$ cat src/rtl/core/cnds_pkg.sv
// Package with the types and constants of the digit-set counter.
package cnds_pkg;
    localparam int MaxDigits = 10;
    localparam int LimitW = 31;
    localparam int CountW = 31;
    localparam int MaskW = 9;
    localparam int KW = 4;
    localparam int DigW = 4;
    localparam int PosW = 4;
    // Wide enough for 10^MaxDigits - 1 and for k^MaxDigits sums below the cap.
    localparam int AccW = 36;
    localparam int QueueDepth = 2;

    typedef logic [DigW-1:0] digit_t;
    typedef digit_t [MaxDigits-1:0] digits_t;

    // Classified query passed from the front end to the back end.
    typedef struct packed {
        digits_t          digs;      // least significant digit first
        logic [PosW-1:0]  len;       // number of decimal digits, at least one
        logic [MaskW-1:0] mask;
        logic [KW-1:0]    k;         // allowed digit count
        logic             zero;      // empty set or zero limit
    } query_t;

    // Number of allowed digits strictly below d.
    function automatic logic [KW-1:0] count_below(input digit_t d,
                                                  input logic [MaskW-1:0] m);
        logic [KW-1:0] c;
        c = '0;
        for (int i = 1; i <= 9; i++) begin
            if (i < int'(d) && m[i-1]) c = c + KW'(1);
        end
        return c;
    endfunction

    function automatic logic digit_ok(input digit_t d, input logic [MaskW-1:0] m);
        logic r;
        r = 1'b0;
        if (d >= DigW'(1) && d <= DigW'(9)) r = m[d - DigW'(1)];
        return r;
    endfunction
endpackage

$ cat src/rtl/core/cnds_back.sv
// Back end: tight digit walk, one digit position per stage, most significant first.
module cnds_back (
    input  logic                        aclk,
    input  logic                        aresetn,
    input  logic                        in_valid,
    output logic                        in_ready,
    input  cnds_pkg::query_t            in_query,
    output logic                        out_valid,
    input  logic                        out_ready,
    output logic [cnds_pkg::CountW-1:0] out_count
);
    localparam int N = cnds_pkg::MaxDigits;
    localparam int AW = cnds_pkg::AccW;

    logic [N:0]        vld_reg;
    cnds_pkg::query_t  q_reg   [N+1];
    logic [AW-1:0]     tot_reg [N+1];  // running total, Horner form in k
    logic              run_reg [N+1];  // walk not yet stopped
    logic              adv;

    assign adv = !vld_reg[N] || out_ready;
    assign in_ready = adv;
    assign out_valid = vld_reg[N];

    always_ff @(posedge aclk) begin
        if (!aresetn) vld_reg <= '0;
        else if (adv) vld_reg <= {vld_reg[N-1:0], in_valid};
    end

    // Stage s handles digit position p = MaxDigits-1-s. Each stage scales the
    // total by k and adds this position's coefficient: the allowed digits below
    // the digit while the walk runs, plus one for every position 1..len-1 (the
    // shorter lengths). After the last stage the total is the sum of the
    // coefficients times k^p.
    always_ff @(posedge aclk) begin
        if (adv) begin
            q_reg[0]   <= in_query;
            tot_reg[0] <= '0;
            run_reg[0] <= 1'b1;
            for (int s = 0; s < N; s++) begin
                logic [cnds_pkg::PosW-1:0] p;
                cnds_pkg::digit_t d;
                logic [AW-1:0] add;
                logic [AW-1:0] geo;
                p = cnds_pkg::PosW'(N - 1 - s);
                d = q_reg[s].digs[N-1-s];
                add = '0;
                if (run_reg[s] && p < q_reg[s].len) begin
                    add = AW'(cnds_pkg::count_below(d, q_reg[s].mask));
                end
                geo = (p != '0 && p < q_reg[s].len) ? AW'(1) : '0;
                q_reg[s+1]   <= q_reg[s];
                tot_reg[s+1] <= tot_reg[s] * AW'(q_reg[s].k) + add + geo;
                run_reg[s+1] <= run_reg[s] &&
                    !(p < q_reg[s].len && !cnds_pkg::digit_ok(d, q_reg[s].mask));
            end
        end
    end

    always_comb begin
        logic [AW-1:0] t;
        t = tot_reg[N] + AW'(run_reg[N]);
        out_count = q_reg[N].zero ? '0 : cnds_pkg::CountW'(t);
    end
endmodule

$ cat config.mk
export PLATFORM = sky130hd
export DESIGN_NAME = cnds_back
export DESIGN_NICKNAME = d
export VERILOG_FILES = /design/src/rtl/core/cnds_pkg.sv /design/src/rtl/core/cnds_back.sv
export SDC_FILE = /design/constraint.sdc
export NUM_CORES = 2
export LEC_CHECK = 0
export BUFFER_PORTS_ARGS = -buffer_cell sky130_fd_sc_hd__buf_2
export CORE_AREA = 4 4 401 403
export DETAILED_ROUTE_END_ITERATION = 6
export DIE_AREA = 0 0 405 407
export PLACE_DENSITY = 0.55
export SYNTH_ARGS = -nofsm -noshare
export SYNTH_HDL_FRONTEND = slang
export SYNTH_SLANG_ARGS = --single-unit
$ cat constraint.sdc
create_clock -name aclk -period 46.4 [get_ports aclk]
set_input_delay 2.32 -clock aclk [delete_from_list [all_inputs] [get_ports aclk]]
set_output_delay 2.32 -clock aclk [all_outputs]
set_load 0.02 [all_outputs]
==> impl_metrics.yaml <==
status:
  outcome: "finished, final reports clean"
timing:
  relSlewSlack: 0.278
  setup_tns_ns: 0
  setup_viol: 0
  fmax_mhz: 111
  clock_skew_ns: 0.0453
  period_share: 0.193
  finalHoldViolations: 0
  period_needed_ns: 8.97
  slew_violations: 0
  hold_ws_ns: 0.405
  grt_setup_unrepaired: "false"
  tightest_slew_ns: 1.08
pwr:
  vdd_ir_drop_max_v: 0.0000337
  switching_share: 0.400
  power_density_nw_per_um2: 56.8
  p_sw_uw: 1360
  p_total_uw: 3410
  p_leak_uw: 0.0278
  p_comb_frac: 0.548
  p_int_uw: 2050
  clkPwrFrac: 0.178
  seqPwrFrac: 0.274
floorplanning:
  start_util: 0.348
  ios: 95
  dieArea_um2: 165000
  dieWidth_um: 405
  core_um2: 157000
  row_count: 146
  die_h_um: 407
routing:
  via_per_inst: 4.77
  route.final.wire_length_um: 94000
  ant_nets: 0
  post_drt_wl_per_cell_um: 12.7
  num_vias: 35327
  dr.pass1.iters: 5
  drt_iter0_markers: 1165
  post-route-drc-count: 0
final_layout:
  largest_reg_flops: 401
  nets: 6287
  antenna-diode-count: 0
  syn_to_final_growth_pct: 9.56
  utilization: 0.381
  drive_gt1_frac: 0.0604
clock_network:
  hold_buffers: 0
  htree_levels: 3
  post_cts_resized: 0
  cts_sinks: 652
  post_cts_buffers: 0
  clockRootBuffer: "clkbuf_16"
  clock_latency_ns: 0.68
  cts_tree: "done"
  path_clk_slew_ns: 0.06
  cts-buffers-inserted: 81
  clockBufferDepth: 3
hold_path:
  hold_class: "reg2reg"
synthesis:
  synth_edf_count: 640
  syn_inst: 5199
  yosysSeqAreaShare: 0.355
  synthArstFlopShare: 0
  synth.net_count: 6218
  synthFlopType: "edfxtp_1"
  syn_area_per_cell_um2: 10.5
  ys_warn_count: 0
  ys_seq_elements: 652
  ys_top_cells_by_area: "edfxtp_1, fa_1, ha_1, nand2_1, xnor2_1"
  synth_top_area_share: 0.351
  syn_area_um2: 54800
  yosysUniqueCellTypes: 96
  yosys.area.top_type: "edfxtp_1"
critical_path:
  arrival_ns: 9.38
  cpMaxStageDelayCell: "a2111oi_2"
  max_stage_delay_ns: 0.56
  end_kind: "register"
  path_max_fanout: 7
  cp_common_cell: "ha_1"
  worst_ep_required_time_ns: 46.81
  cp-start-kind: "register"
  crit_type: "reg2reg"
global_routing:
  grt_use_total: 0.118
  antenna_found_initial: 0
  grt_overflow: 0
  grt_pass1_wl_um: 168000
  grt_pass1_vias: 37441
  grt_max_degree: 168
placement:
  gp_congestion: 0.826
  io_buffer_count: 94
  hpwl_um: 72100
job:
  maxCapViolCount: 0
path summary, 6_finish.rpt:
kind	from	endpoint	depth (start not counted)	slack [ns]
min	q_reg[6][26]	q_reg[7][26]	0	0.40
min reg2reg	q_reg[6][26]	q_reg[7][26]	0	0.40
max reg2reg	q_reg[4][38]	tot_reg[5][21]	37	37.43
max	q_reg[4][38]	tot_reg[5][21]	37	37.43
per-layer routing:
metal | track usage | part of all wire | vias up
met5 | 0 | 0 | -
met4 | 0.0330 | 0.025 | 0
met3 | 0.0187 | 0.027 | 149
met2 | 0.225 | 0.52 | 332
met1 | 0.136 | 0.43 | 16984
li1 | - | - | 17862
per-stage QoR:
step                      worst slack [ns]  area (um2)  cells
final                                37.43       60100   7404
after global routing                 36.76       60100   7404
after CTS                            37.38       60100   7404
after detailed placement             37.39       57500   7257
after global placement               37.52       57500   7257
after floorplan                      24.01       54800   5199
power groups by stage:
stage                     combinational, uW  clock (uW)  sequential, uW
after floorplan                        1560           0             907
after global placement                 1850           0             944
after detailed placement               1860           0             946
after CTS                              1900         638             934
after global routing                   2200         660             951
final                                  1870         608             935
cells in the mapped netlist, types with 40 or more instances:
cell	instances
clkbuf_1	99
nand2b_1	40
nor3_1	70
edfxtp_1	640
xor2_1	98
nand2_1	730
nor2b_1	42
o21a_1	46
nor2_1	202
a21oi_1	192
fa_1	381
and2_1	314
ha_1	576
a21o_1	80
xnor2_1	281
o211ai_1	40
o21ai_0	144
nand3_1	91
inv_1	604
worst max-delay path, delay by kind of cell (launching register included):
| family | cells | cell delay (ns) |
|---|---|---|
| xor+xnor | 3 | 0.65 |
| fa+ha+maj | 9 | 2.74 |
| compound gates | 12 | 3.40 |
| buf+inv | 6 | 0.54 |
| simple gates | 5 | 0.35 |
| mux | 2 | 0.55 |
| flops | 1 | 0.50 |
placed cells by master, fill, tap and decap left out, types with 16 or more instances in the layout:
cell type / n
and3_1: 29
o21a_1: 46
nand2_1: 730
nor2_1: 202
clkbuf_1: 18
nor3_1: 70
nor2b_1: 42
buf_2: 94
o211ai_1: 40
nand3_1: 91
o21bai_1: 18
mux4_2: 19
o31ai_1: 26
inv_1: 603
a31oi_1: 31
edfxtp_1: 640
nand4_1: 24
mux2_2: 33
ha_1: 576
mux2i_1: 33
a21boi_0: 27
nand2b_1: 40
xor2_1: 98
clkinv_1: 16
a21oi_1: 192
and2_1: 314
or3_1: 30
a21o_1: 80
xnor3_1: 16
xnor2_1: 281
clkbuf_16: 85
fa_1: 381
o21ai_0: 144
final cells by class:
class                           count  area [um2]
Fill cell                       15453       97400
Inverter                          604        2270
Multi-Input combinational cell   3823       32600
Clock buffer                      103        2190
Tap cell                         2072        2590
Clock inverter                     44         363
Sequential cell                   652       19500
Timing Repair Buffer              106         573
cell families (layout without fill, tap and decap cells):
group                    Yosys count  count (layout)  synth area share
AO/OA/AOI/OAI                    737             737            0.0883
XOR/XNOR                         412             412            0.0734
adder cells (fa/ha/maj)          957             957             0.271
buffers and inverters            724             857            0.0503
flip-flops                       652             652             0.355
multiplexers                      87              87            0.0213
AND/OR/NAND/NOR                 1630            1630             0.141
(Power assumes the default switching activity.)
