**src/rtl/core/cnds_pkg.sv**
```systemverilog
// Package with the types and constants of the digit-set counter.
package cnds_pkg;
    localparam int MaxDigits = 10;
    localparam int LimitW = 31;
    localparam int CountW = 31;
    localparam int MaskW = 9;
    localparam int KW = 4;
    localparam int DigW = 4;
    localparam int PosW = 4;
    // Wide enough for 10^MaxDigits - 1 and for k^MaxDigits sums below the cap.
    localparam int AccW = 36;
    localparam int QueueDepth = 2;

    typedef logic [DigW-1:0] digit_t;
    typedef digit_t [MaxDigits-1:0] digits_t;

    // Classified query passed from the front end to the back end.
    typedef struct packed {
        digits_t          digs;      // least significant digit first
        logic [PosW-1:0]  len;       // number of decimal digits, at least one
        logic [MaskW-1:0] mask;
        logic [KW-1:0]    k;         // allowed digit count
        logic             zero;      // empty set or zero limit
    } query_t;

    // Number of allowed digits strictly below d.
    function automatic logic [KW-1:0] count_below(input digit_t d,
                                                  input logic [MaskW-1:0] m);
        logic [KW-1:0] c;
        c = '0;
        for (int i = 1; i <= 9; i++) begin
            if (i < int'(d) && m[i-1]) c = c + KW'(1);
        end
        return c;
    endfunction

    function automatic logic digit_ok(input digit_t d, input logic [MaskW-1:0] m);
        logic r;
        r = 1'b0;
        if (d >= DigW'(1) && d <= DigW'(9)) r = m[d - DigW'(1)];
        return r;
    endfunction
endpackage

```
**src/rtl/core/cnds_queue.sv**
```systemverilog
// Short queue between the front end and the back end.
module cnds_queue (
    input  logic             aclk,
    input  logic             aresetn,
    input  logic             in_valid,
    output logic             in_ready,
    input  cnds_pkg::query_t in_data,
    output logic             out_valid,
    input  logic             out_ready,
    output cnds_pkg::query_t out_data
);
    localparam int D = cnds_pkg::QueueDepth;
    cnds_pkg::query_t mem_reg [D];
    logic [$clog2(D)-1:0] wp_reg, rp_reg;
    logic [$clog2(D):0]   cnt_reg;
    logic wr, rd;

    assign in_ready  = cnt_reg != ($clog2(D)+1)'(D);
    assign out_valid = cnt_reg != '0;
    assign out_data  = mem_reg[rp_reg];
    assign wr = in_valid && in_ready;
    assign rd = out_valid && out_ready;

    always_ff @(posedge aclk) begin
        if (!aresetn) begin
            wp_reg <= '0;
            rp_reg <= '0;
            cnt_reg <= '0;
        end else begin
            if (wr) wp_reg <= wp_reg + 1'b1;
            if (rd) rp_reg <= rp_reg + 1'b1;
            cnt_reg <= cnt_reg + ($clog2(D)+1)'(wr) - ($clog2(D)+1)'(rd);
        end
    end

    always_ff @(posedge aclk) begin
        if (wr) mem_reg[wp_reg] <= in_data;
    end
endmodule

```
**config.mk**
```make
export PLATFORM = sky130hd
export DESIGN_NAME = cnds_queue
export DESIGN_NICKNAME = d
export VERILOG_FILES = /design/src/rtl/core/cnds_pkg.sv /design/src/rtl/core/cnds_queue.sv
export SDC_FILE = /design/constraint.sdc
export NUM_CORES = 1
export LEC_CHECK = 0
export BUFFER_PORTS_ARGS = -buffer_cell sky130_fd_sc_hd__buf_2
export CORE_MARGIN = 2
export CORE_UTILIZATION = 55
export DETAILED_ROUTE_END_ITERATION = 7
export GPL_ROUTABILITY_DRIVEN = 0
export GPL_TIMING_DRIVEN = 0
export PLACE_DENSITY = 0.83
export SLEW_MARGIN = 5
export SYNTH_ARGS = -nofsm -noshare
export SYNTH_HDL_FRONTEND = slang
export SYNTH_SLANG_ARGS = --single-unit
```
**constraint.sdc**
```tcl
create_clock -name aclk -period 5.6 [get_ports aclk]
set_input_delay 0.56 -clock aclk [delete_from_list [all_inputs] [get_ports aclk]]
set_output_delay 0.56 -clock aclk [all_outputs]
set_load 0.01 [all_outputs]
```
==> impl_metrics.prom <==
# TYPE chip_impl_metric gauge
chip_impl_info{name="outcome",value="completed"} 1
chip_impl_metric{name="drcViolationCount",unit=""} 0
chip_impl_metric{name="routedWlPerCell",unit="um"} 16.1
chip_impl_metric{name="antenna_cells_inserted",unit=""} 0
chip_impl_info{name="layout.cells.most_common_list",value="buf_2 (124), edfxtp_1 (116), mux2_2 (38)"} 1
chip_impl_metric{name="report.final.slew_viol_count",unit=""} 0
chip_impl_metric{name="dieWidth",unit="um"} 94.7
chip_impl_metric{name="finalHoldWorstSlack",unit="ns"} 0.256
chip_impl_metric{name="grt.overflow.total",unit=""} 0
chip_impl_metric{name="leakagePower",unit="nW"} 2.26
chip_impl_metric{name="global_route_wire_length_before_repair",unit="um"} 11300
chip_impl_metric{name="fin_skew",unit="ns"} 0.00800
chip_impl_metric{name="post-cts-setup-buffer-count",unit=""} 0
chip_impl_metric{name="fp.dieH",unit="um"} 94.7
chip_impl_info{name="critical-path-top-delay-family",value="buffers and inverters"} 1
chip_impl_metric{name="setup_ws",unit="ns"} 3.34
chip_impl_metric{name="detailed_place.area",unit="um^2"} 5290
chip_impl_metric{name="numCtsBuffers",unit=""} 17
chip_impl_metric{name="synth.net_count",unit=""} 272
chip_impl_metric{name="cts_h_tree_depth",unit=""} 4
chip_impl_metric{name="finalWorstPathRequiredPeriod",unit="ns"} 2.26
chip_impl_metric{name="final_min_period_over_clock_period",unit="%"} 40.3
chip_impl_metric{name="max_stage_delay",unit="ns"} 0.37
chip_impl_info{name="postSynth.topFlopCell",value="edfxtp_1"} 1
chip_impl_metric{name="placement.setup.worst_slack",unit="ns"} 3.56
chip_impl_metric{name="synthAdderAreaFrac",unit="%"} 0.277
chip_impl_metric{name="worst_skew_pair.late_latency",unit="ns"} 0.49
chip_impl_metric{name="yosysSeqAreaShare",unit="%"} 79.2
chip_impl_metric{name="ant_nets",unit=""} 0
chip_impl_metric{name="crit_buf_inv",unit=""} 3
chip_impl_metric{name="setup_total_negative_slack",unit="ns"} 0
chip_impl_metric{name="grt.total_usage",unit="%"} 17.2
chip_impl_metric{name="port_buffers",unit=""} 121
chip_impl_metric{name="synth.ff_latch_count",unit=""} 121
chip_impl_metric{name="path_clk_slew",unit="ns"} 0.06
chip_impl_metric{name="maxCapViolCount",unit=""} 0
chip_impl_info{name="min-delay-start",value="in_data[7]"} 1
chip_impl_info{name="crit-reg2reg-launch",value="cnt_reg[0]$_SDFF_PN0_"} 1
chip_impl_metric{name="p_total",unit="mW"} 2.61
chip_impl_metric{name="drt_first_iter_violations",unit=""} 112
chip_impl_metric{name="syn_to_final_growth",unit="%"} 28.6
chip_impl_metric{name="cp_data_arrival_time",unit="ns"} 1.70
chip_impl_metric{name="timing.reg2reg.setup_slack",unit="ns"} 3.63
chip_impl_metric{name="pin_count",unit=""} 122
chip_impl_info{name="timing.rr.end",value="mem_reg[0][50]$_DFFE_PP_"} 1
chip_impl_info{name="endpoint_kind",value="primary output"} 1
chip_impl_metric{name="grt_antenna_before_repair",unit=""} 0
chip_impl_metric{name="finalHoldViolations",unit=""} 0
chip_impl_metric{name="critPathRequiredTime",unit="ns"} 5.04
chip_impl_metric{name="post_synth_mux_area_share",unit="%"} 16.3
chip_impl_metric{name="clock-sinks",unit=""} 121
chip_impl_metric{name="cts-hold-fix-buffers",unit=""} 0
chip_impl_info{name="mostFrequentLayoutCell",value="buf_2"} 1
chip_impl_metric{name="syn_inst",unit=""} 209
chip_impl_metric{name="cp_max_fo",unit=""} 10
chip_impl_info{name="grt_setup_unrepaired",value="false"} 1
chip_impl_info{name="timing.critical_path.cells",value="buf_6, buf_6, mux2_4, buf_2"} 1
chip_impl_metric{name="filler_cell_count",unit=""} 553
chip_impl_info{name="crit_type",value="flop to primary output"} 1
chip_impl_metric{name="floorplan.core_area",unit="um^2"} 8090
chip_impl_metric{name="syn_area_per_cell",unit="um^2"} 21.6
chip_impl_info{name="crit_slowest_cell",value="dfxtp_1"} 1
chip_impl_info{name="worstSetupStartpointType",value="flop"} 1
chip_impl_metric{name="start_util",unit="%"} 55.9
chip_impl_metric{name="post-dp-hpwl",unit="um"} 4850
chip_impl_metric{name="routed_via_density",unit=""} 5.10
chip_impl_metric{name="ff2ff_path_depth",unit=""} 4
chip_impl_metric{name="grt_start_max_net_pins",unit=""} 59
chip_impl_metric{name="synth-edff-count",unit=""} 116
chip_impl_metric{name="vias",unit=""} 2381
chip_impl_metric{name="netlist.area_leader.share",unit="%"} 77.0
chip_impl_metric{name="synth-simple-area-share",unit="%"} 1.63
chip_impl_metric{name="post_route_cells_drive_above_1_share",unit="%"} 58.8
chip_impl_info{name="crit_path_frequent_cell",value="buf_6"} 1
chip_impl_metric{name="wirelength",unit="um"} 7530
chip_impl_metric{name="async_flop_share",unit="%"} 0
chip_impl_metric{name="layout.nets",unit=""} 413
chip_impl_metric{name="fp-row-count",unit=""} 33
chip_impl_metric{name="power-per-cell-area",unit="nW/um^2"} 449
chip_impl_metric{name="floorplan.die_area",unit="um^2"} 8970
chip_impl_metric{name="vias_in_the_first_global_route",unit=""} 2413
chip_impl_info{name="tritoncts",value="yes"} 1
chip_impl_metric{name="synth.yosys.warnings",unit=""} 0
chip_impl_metric{name="slew-limit-headroom",unit="%"} 47.4
chip_impl_metric{name="holdPathStages",unit=""} 1
chip_impl_metric{name="final_design_area_no_fill",unit="um^2"} 5820
chip_impl_metric{name="synth_compound_gate_area_share",unit="%"} 1.19
chip_impl_metric{name="synthXorXnorAreaFrac",unit="%"} 0.194
chip_impl_metric{name="cts_max_path_buffers",unit=""} 2
chip_impl_metric{name="timing.final.setup_violations",unit=""} 0
chip_impl_info{name="main_combinational_cell_family_by_area_after_synthesis",value="multiplexers"} 1
chip_impl_metric{name="peakVddDrop",unit="mV"} 0.268
chip_impl_metric{name="first_pass_iters",unit=""} 4
chip_impl_metric{name="postCtsResizedCells",unit=""} 0
chip_impl_info{name="clock-root-buffer",value="clkbuf_8"} 1
chip_impl_metric{name="synth.cell_area",unit="um^2"} 4520
chip_impl_info{name="yosys-top-cells-area",value="edfxtp_1 (77%), mux2_2 (9.5%), mux2_4 (6.6%)"} 1
chip_impl_metric{name="maxClockFrequency",unit="MHz"} 443
chip_impl_info{name="post-synth-top-area-cell",value="edfxtp_1"} 1
chip_impl_metric{name="largest_register_ff_count",unit=""} 116
chip_impl_metric{name="synthDistinctLibCells",unit=""} 25
chip_impl_metric{name="timing_worst_slew_pin_value",unit="ns"} 0.790
chip_impl_info{name="hold_path.class",value="input port to flop"} 1
chip_impl_info{name="min_delay_worst_endpoint",value="mem_reg[0][7]$_DFFE_PP_"} 1
## worst max-delay path by stage
stage / depth (start not counted) / end / startpoint / slack, ns
after floorplan: 2 / mem_reg[1][0]$_DFFE_PP_ / cnt_reg[0]$_SDFF_PN0_ / 3.10
after global placement: 2 / mem_reg[1][49]$_DFFE_PP_ / in_valid / 2.36
after detailed placement: 4 / mem_reg[0][32]$_DFFE_PP_ / in_valid / 3.56
after CTS: 4 / out_data[40] / flop / 3.29
after global routing: 4 / out_data[40] / flop / 3.25
final: 4 / out_data[40] / flop / 3.34
## logic make-up after synthesis
group / count (synthesis)
AO/OA/AOI/OAI: 7
XOR/XNOR: 1
adder cells (fa/ha/maj): 1
buffers and inverters: 7
flip-flops: 121
multiplexers: 59
AND/OR/NAND/NOR: 13
## where the power goes
group	internal [mW]	switching, mW
logic	0.262	0.253
clock network	0.621	0.346
registers	1.10	0.0303
## layout make-up
type	instances	area, um^2	area share [%]
Sequential cell	121	3580	61.6
Multi-Input combinational cell	81	892	15.3
Timing Repair Buffer	122	626	10.8
Clock buffer	20	425	7.31
Tap cell	105	131	2.26
Clock inverter	11	106	1.83
Buffer	6	48.8	0.839
Inverter	1	3.75	0.0645
## synthesized netlist by cell type (2+ instances only)
library cell and count:
dfxtp_1 5, nand2b_1 2, buf_6 3, mux2_4 20
and2_1 3, nor2_1 2, mux2_2 38, a21bo_1 2
buf_2 3, edfxtp_1 116
## through the flow
| stage | instances | utilization [%] |
|---|---|---|
| 3_3_place_gp | 435 | 65.0 |
| 5_1_grt | 467 | 71.9 |
| 2_1_floorplan | 209 | - |
| 4_1_cts | 467 | 71.9 |
| 3_5_place_dp | 436 | 65.3 |
| 6_report | 467 | 71.9 |
## metal layers
| layer | track usage, % | up-vias | part of all wire (%) |
|---|---|---|---|
| li1 | - | 1111 | - |
| met1 | 19.7 | 1172 | 40 |
| met2 | 30.1 | 91 | 52 |
| met3 | 5.19 | 7 | 7.1 |
| met4 | 6.88 | 0 | 0.85 |
| met5 | 0 | - | 0 |
No activity file was read; power rests on OpenSTA's default activity.
